<file path="config.mk">
export PLATFORM = sky130hd
export DESIGN_NAME = stbs_ctrl
export DESIGN_NICKNAME = d
export VERILOG_FILES = /design/src/rtl/stbs_pkg.sv /design/src/rtl/stbs_ctrl.sv
export VERILOG_INCLUDE_DIRS = /design/src /design/src/rtl
export SDC_FILE = /design/constraint.sdc
export NUM_CORES = 1
export LEC_CHECK = 0
export BUFFER_PORTS_ARGS = -buffer_cell sky130_fd_sc_hd__buf_2
export CORE_AREA = 2 2 39 41
export DETAILED_ROUTE_END_ITERATION = 6
export DIE_AREA = 0 0 41 43
export PLACE_DENSITY = 0.45
export SYNTH_ARGS = -nofsm -noshare
export SYNTH_HDL_FRONTEND = slang
export SYNTH_SLANG_ARGS = --single-unit
</file>
<file path="constraint.sdc">
create_clock -name clk -period 1.3 [get_ports clk]
set_input_delay 0.13 -clock clk [delete_from_list [all_inputs] [get_ports clk]]
set_output_delay 0.13 -clock clk [all_outputs]
set_load 0.05 [all_outputs]
</file>
<file path="src/rtl/sorted_table_binary_search_macros.svh">
// Assertion macros shared by the sorted table search RTL.
`ifndef SORTED_TABLE_BINARY_SEARCH_MACROS_SVH
`define SORTED_TABLE_BINARY_SEARCH_MACROS_SVH

`ifndef SYNTHESIS
// clocked check, skipped while reset is low
`define STBS_ASSERT(lbl, prop, msg) \
  lbl: assert property (@(posedge clk) disable iff (!rst_n) prop) else $error(msg);
// clocked check that also holds through reset
`define STBS_ASSERT_ALWAYS(lbl, prop, msg) \
  lbl: assert property (@(posedge clk) prop) else $error(msg);
`else
`define STBS_ASSERT(lbl, prop, msg)
`define STBS_ASSERT_ALWAYS(lbl, prop, msg)
`endif

`endif

</file>
<file path="src/rtl/stbs_pkg.sv">
// Shared constants and controller/datapath interface types for the table search.
`timescale 1ns / 1ps

package stbs_pkg;

  localparam int TABLE_DEPTH_DEF = 1024;
  localparam int OP_W            = 2;
  localparam int VALUE_W         = 32;
  localparam int POS_W           = 11;

  localparam logic [OP_W-1:0] OP_CLEAR  = 2'd0;
  localparam logic [OP_W-1:0] OP_APPEND = 2'd1;
  localparam logic [OP_W-1:0] OP_SEARCH = 2'd2;

  typedef struct packed {
    logic clear;     // empty the table
    logic append;    // write word at entry_count
    logic start;     // latch key, head = 0, tail = count
    logic probe;     // read entry at mid
    logic step;      // narrow range using last compare
    logic hit;       // record match
    logic miss;      // record no match
    logic load_out;  // move result into output register
  } cmd_t;

  typedef struct packed {
    logic range_empty;  // head >= tail
    logic key_hit;      // probed entry equals key
    logic key_less;     // probed entry below key
    logic out_free;     // output register can take a word
  } sts_t;

endpackage

</file>
<file path="src/rtl/stbs_ctrl.sv">
// Sequencer for clear, append and binary search items.
`timescale 1ns / 1ps
`include "sorted_table_binary_search_macros.svh"

module stbs_ctrl (
  input  logic                        clk,
  input  logic                        rst_n,
  input  logic                        in_valid,
  output logic                        in_ready,
  input  logic [stbs_pkg::OP_W-1:0]   in_op,
  input  stbs_pkg::sts_t              sts,
  output stbs_pkg::cmd_t              cmd
);

  localparam logic [1:0] S_IDLE  = 2'd0;
  localparam logic [1:0] S_CHECK = 2'd1;
  localparam logic [1:0] S_CMP   = 2'd2;
  localparam logic [1:0] S_DONE  = 2'd3;

  logic [1:0] state_r;
  logic [1:0] state_nxt;
  logic       accept;

  assign in_ready = (state_r == S_IDLE);
  assign accept   = in_valid && in_ready;

  always_comb begin
    state_nxt = state_r;
    cmd       = '0;
    unique case (state_r)
      S_IDLE: begin
        if (accept) begin
          unique case (in_op)
            stbs_pkg::OP_CLEAR:  cmd.clear  = 1'b1;
            stbs_pkg::OP_APPEND: cmd.append = 1'b1;
            stbs_pkg::OP_SEARCH: begin
              cmd.start = 1'b1;
              state_nxt = S_CHECK;
            end
            default: ;  // unused code, dropped
          endcase
        end
      end
      S_CHECK: begin
        if (sts.range_empty) begin
          cmd.miss  = 1'b1;
          state_nxt = S_DONE;
        end else begin
          cmd.probe = 1'b1;
          state_nxt = S_CMP;
        end
      end
      S_CMP: begin
        if (sts.key_hit) begin
          cmd.hit   = 1'b1;
          state_nxt = S_DONE;
        end else begin
          cmd.step  = 1'b1;
          state_nxt = S_CHECK;
        end
      end
      S_DONE: begin
        if (sts.out_free) begin
          cmd.load_out = 1'b1;
          state_nxt    = S_IDLE;
        end
      end
      default: state_nxt = S_IDLE;
    endcase
  end

  always_ff @(posedge clk) begin
    if (!rst_n) begin
      state_r <= S_IDLE;
    end else begin
      state_r <= state_nxt;
    end
  end

  `STBS_ASSERT(a_load_when_free, cmd.load_out |-> sts.out_free, "result loaded over a pending word")
  `STBS_ASSERT(a_probe_then_cmp, cmd.probe |=> (state_r == S_CMP), "probe not followed by compare")
  `STBS_ASSERT(a_start_from_idle, cmd.start |=> (state_r == S_CHECK && !in_ready), "search start lost")

endmodule

</file>
==> results.py, run 1 <==
metrics = {
    "setup_path": {
        "endpoint": "cmd[6]",
        "required_ns": 1.17,
        "path_class": "reg2out",
        "r2r_start": "state_r[0]",
        "end_kind": "primary output",
        "reg2reg_to": "state_r[1]",
        "path_max_fanout": 9,
        "rrSetupSlack_ns": 0.38,
        "arrival_ns": 1.11,
        "r2r_cells": 2,
        "cp-startpoint": "state_r[0]",
        "start_kind": "register",
    },
    "grt": {
        "grt.total_usage_pct": 6.61,
        "overflow": 0,
        "antenna_found_initial": 0,
        "grt_pass1_wl_um": 717,
        "grt_pass1_vias": 154,
        "grt_max_degree": 10,
    },
    "routing": {
        "finalWirelength_um": 522,
        "routedWlPerCell_um": 9.85,
        "drc_errors": 0,
        "ant_nets": 0,
        "via_count": 207,
        "via_per_inst": 3.91,
        "drt-initial-drc-count": 1,
        "firstDrtPassIters": 2,
    },
    "sta": {
        "worst_pin_slew_ns": 0.250,
        "hold_violations": 0,
        "fin_crit_ns": 1.24,
        "drv_slew": 0,
        "period_share_pct": 95.4,
        "final-setup-viol-count": 0,
        "finalWorstSetupSlack_ns": 0.0604,
        "skew_ns": 0.00227,
        "max-slew-margin-rel_pct": 83.4,
        "hold_slack_ns": 0.128,
        "grt_setup_unrepaired": "no",
        "fmax_mhz": 807,
    },
    "floorplanning": {
        "die-area_sq_um": 1760,
        "fp.dieH_um": 43,
        "core_sq_um": 1380,
        "start_util_pct": 11.6,
        "ios": 18,
        "num_rows": 14,
        "chipWidth_um": 41,
    },
    "yosys": {
        "synth_fp_nets": 26,
        "yosysSeqAreaShare_pct": 25.0,
        "synthesis.area_sq_um": 160,
        "synth.avg_cell_area_sq_um": 9.42,
        "synth_cell_types": 14,
        "ys_seq_elements": 2,
        "yosys_warnings": 0,
        "synth_cells": 17,
    },
    "layout": {
        "syn_to_final_growth_pct": 106,
        "drive_above_1_share_pct": 73.0,
        "reg_top3": "state_r x2",
        "fin_util_pct": 23.9,
        "design_area_sq_um": 330,
        "fin_nets": 48,
        "stdcell_count": 53,
        "largest_reg_flops": 2,
        "largest-register": "state_r",
        "diodes": 0,
    },
    "clock_network": {
        "clock_path_buffers": 2,
        "clkLatencyLatePin_ns": 0.22,
        "root_buffer": "clkbuf_4",
        "cts_buffers": 3,
        "cts.sinks": 2,
        "cts-htree-levels": 1,
        "cts_tree": "yes",
        "path_clk_slew_ns": 0.03,
        "cts_hold_buf": 0,
    },
    "power": {
        "pwr-share-clk_pct": 42.7,
        "combPwrFrac_pct": 33.5,
        "p_leak_nw": 0.162,
        "max-vdd-ir-drop_mv": 0.324,
        "switching_share_pct": 33.8,
        "switchingPower_uw": 108,
        "seq_power_share_pct": 23.7,
        "internal-power_uw": 211,
        "p_per_area_nw_per_um2": 963,
    },
    "placed_design": {
        "gp_congestion": 0.687,
        "dp_cells": 49,
        "portBuffers": 16,
        "dpl-instance-area_sq_um": 264,
        "dpl_worst_slack_ns": 0.142,
    },
    "hold_path": {
        "min_path_type": "in2reg",
    },
    "run": {
        "cap_viol_max_count": 0,
    },
    "outcome": {
        "outcome": "complete, no violations",
    },
}
## critical path, stage by stage (launching register included)
cell	delay (ns)
dfxtp_2	0.36
nor2_4	0.13
and4b_2	0.24
buf_6	0.16
## logic make-up after synthesis
group,share of synthesized area [%]
flip-flops,25.0
buffers and inverters,2.34
AND/OR/NAND/NOR,55.5
AO/OA/AOI/OAI,17.2
## worst min-delay path by stage
stage                      from  slack (ns)         end  depth (start not counted)
after global placement    rst_n        0.36  state_r[1]                          2
after detailed placement  rst_n        0.35  state_r[1]                          2
after floorplan           rst_n        0.25  state_r[1]                          1
after global routing      rst_n        0.14  state_r[0]                          3
after CTS                 rst_n        0.12  state_r[1]                          2
final                     rst_n        0.13  state_r[1]                          2
## power by group through the flow
| stage | Clock (mW) | Sequential [mW] | Combinational (mW) |
|---|---|---|---|
| floorplan | 0 | 0.0719 | 0.0656 |
| global placement | 0 | 0.0740 | 0.0928 |
| detailed placement | 0 | 0.0740 | 0.0931 |
| CTS | 0.144 | 0.0736 | 0.105 |
| global route | 0.146 | 0.0763 | 0.113 |
| finish | 0.136 | 0.0755 | 0.107 |
## timing repair
item | CTS | global route
gates resized for setup | 8 | 5
endpoints found under the hold margin | 0 | 0
setup buffers | 1 | 0
pin swaps | 1 | 0
setup endpoints to repair | 5 | 6
## cells in the mapped netlist
cell type / count / area share (%)
o21a_1: 1 / 4.7
nor2_1: 1 / 2.3
and3b_2: 1 / 6.3
dfxtp_1: 2 / 25
a211oi_1: 1 / 4.7
a21boi_0: 1 / 4.7
and3_2: 1 / 4.7
inv_1: 1 / 2.3
nor3b_1: 2 / 9.4
nand4bb_1: 1 / 7.0
and4bb_2: 1 / 7.8
and3b_1: 1 / 5.5
and4b_1: 2 / 13
a21oi_1: 1 / 3.1
## metrics by stage
step,TNS [ns],power [mW]
floorplan,-1.39,0.137
global placement,0,0.167
detailed placement,0,0.167
CTS,0,0.323
global route,0,0.335
finish,0,0.318
## layer usage
layer,track usage [%],vias up,wire length [um]
li1,-,111,-
met1,10.8,79,292
met2,4.06,17,137
met3,6.81,0,92
met4,4.00,0,0
met5,0,-,0
## placed cells by master, fill, tap and decap left out, drive strengths merged
cell type | netlist | final
buf | 0 | 14
clkbuf | 0 | 6
nor3b | 2 | 2
dfxtp | 2 | 2
and3b | 2 | 2
and4b | 2 | 2
nor2 | 1 | 1
and3 | 1 | 1
and4bb | 1 | 1
nand4bb | 1 | 1
a21oi | 1 | 1
inv | 1 | 1
a211oi | 1 | 1
a21boi | 1 | 1
o21a | 1 | 1
## final cells by class
class | count | area (sq um)
inverter | 1 | 3.75
timing repair buffer | 17 | 116
multi-input combinational | 14 | 125
fill | 148 | 1050
sequential | 2 | 42.5
tap | 16 | 20.0
clock buffer | 3 | 22.5
No activity file was read; power rests on OpenSTA's default activity.
==> run 2, diff against run 1 <==
==> constraint.sdc (replaced) <==
create_clock -name clk -period 1.3 [get_ports clk]
set_input_delay 0.13 -clock clk [delete_from_list [all_inputs] [get_ports clk]]
set_output_delay 0.13 -clock clk [all_outputs]
set_load 0.01 [all_outputs]
==> run 2 against run 1 <==
Against the previous run:
- total power decreased by 15%
- global-route usage up 0.91 points
- largest power group unchanged
- cell count stayed put
==> results.py, run 2 (synthesis gave the netlist of run 1 again) <==
metrics = {
    "outcome": {
        "outcome": "complete, no violations",
    },
    "clock_network": {
        "cts-htree-levels": 1,
        "cts_buffers": 3,
        "clock_path_buffers": 2,
        "path_clk_slew_ns": 0.03,
        "cts_tree": "yes",
        "clkLatencyLatePin_ns": 0.22,
        "cts.sinks": 2,
        "root_buffer": "clkbuf_4",
    },
    "power": {
        "finalPower_uw": 270,
        "p_per_area_nw_per_um2": 915,
        "max-vdd-ir-drop_mv": 0.246,
        "p_leak_nw": 0.160,
    },
    "routing": {
        "drt-initial-drc-count": 2,
        "finalWirelength_um": 527,
        "via_count": 209,
        "routedWlPerCell_um": 9.94,
        "firstDrtPassIters": 2,
        "via_per_inst": 3.94,
        "drc_errors": 0,
        "ant_nets": 0,
    },
    "setup_path": {
        "cp-startpoint": "state_r[0]",
        "cp_top_family": "simple AND/OR/NAND/NOR gates",
        "cp_slowest_stage_delay_ns": 0.35,
        "path_max_fanout": 9,
        "crit_buf_inv": 1,
        "r2r_start": "state_r[0]",
        "rrSetupSlack_ns": 0.41,
        "reg2reg_to": "state_r[1]",
        "end_kind": "primary output",
        "cp.depth": 3,
        "cpMaxStageDelayCell": "dfxtp_2",
        "start_kind": "register",
        "required_ns": 1.17,
        "arrival_ns": 1.08,
        "path_class": "reg2out",
        "crit_chain": "nor2_2 -> and4b_1 -> buf_2",
        "r2r_cells": 2,
    },
    "floorplanning": {
        "fp.dieH_um": 43,
        "num_rows": 14,
        "ios": 18,
        "die-area_sq_um": 1760,
        "start_util_pct": 11.6,
        "chipWidth_um": 41,
        "core_sq_um": 1380,
    },
    "sta": {
        "final-setup-viol-count": 0,
        "fin_setup_tns_ns": 0,
        "fin_crit_ns": 1.21,
        "period_share_pct": 93.3,
        "drv_slew": 0,
        "fmax_mhz": 824,
        "grt_setup_unrepaired": "no",
        "max-slew-margin-rel_pct": 87.4,
        "hold_slack_ns": 0.122,
        "worst_pin_slew_ns": 0.189,
        "skew_ns": 0.00316,
        "hold_violations": 0,
    },
    "layout": {
        "nFillCells": 155,
        "largest-register": "state_r",
        "ff_latch_area_sq_um": 42.5,
        "diodes": 0,
        "reg_top3": "state_r x2",
        "multi_input_area_sq_um": 119,
        "fin_nets": 48,
        "largest_reg_flops": 2,
        "final_common_cell": "buf_2",
        "drive_above_1_share_pct": 70.3,
        "final_cell_mix": "buf_2 (16), clkbuf_4 (3), and4b_1 (2), nor3b_1 (2), dfxtp_2 (2)",
        "syn_to_final_growth_pct": 84.4,
    },
    "placed_design": {
        "portBuffers": 16,
        "gp_congestion": 0.674,
    },
    "hold_path": {
        "min_from": "rst_n",
        "whs_path_depth": 2,
        "worstHoldEndpoint": "state_r[1]",
        "min_path_type": "in2reg",
    },
    "grt": {
        "overflow": 0,
        "grt_pass1_vias": 169,
        "antenna_found_initial": 0,
        "grt.total_usage_pct": 7.52,
        "grt_max_degree": 10,
        "grt_pass1_wl_um": 807,
    },
    "run": {
        "cap_viol_max_count": 0,
    },
}
run 2: per-layer routing:
metal	track usage, %	up-vias	part of all wire (%)
li1	-	109	-
met2	5.31	17	25
met5	0	-	0
met1	10.9	83	55
met3	7.85	0	20
met4	6.00	0	0
run 2: per-stage QoR:
stage / setup WS [ns] / cell area [sq um] / util (%) / instances
3_5_place_dp: 0.267 / 260 / 18.8 / 49
5_1_grt: 0.00304 / 295 / 21.3 / 53
3_3_place_gp: 0.269 / 260 / 18.8 / 49
6_report: 0.0869 / 295 / 21.3 / 53
4_1_cts: 0.0181 / 283 / 20.4 / 52
2_1_floorplan: 0.296 / 160 / - / 17
run 2: final cells by class:
class	count	area share (%)
well taps	16	6.78
clock buffers	3	7.63
flip-flops and latches	2	14.4
repair buffers	17	29.7
multi-input cells	14	40.3
inverters	1	1.27
run 2: worst reg2reg max path, cell delays in order, from the launching register on:
cell	delay, ns
dfxtp_2	0.38
and3b_1	0.21
o21a_1	0.18
run 2: worst max path at each step:
stage | to
after global routing | cmd[6]
final | cmd[6]
after floorplan | cmd[7]
after detailed placement | cmd[6]
after CTS | cmd[6]
after global placement | cmd[6]
run 2: power breakdown:
group          total (mW)  leakage (nW)  internal, mW  switching (mW)
clock network       0.137        0.0138         0.102          0.0350
logic              0.0593         0.129        0.0336          0.0257
registers          0.0742        0.0172        0.0667         0.00749
run 2: timing repair:
| item | in CTS | in global routing |
|---|---|---|
| hold buffers | 0 | 0 |
| setup buffers | 0 | 1 |
| resized for setup | 0 | 3 |
| setup endpoints to repair | 0 | 3 |
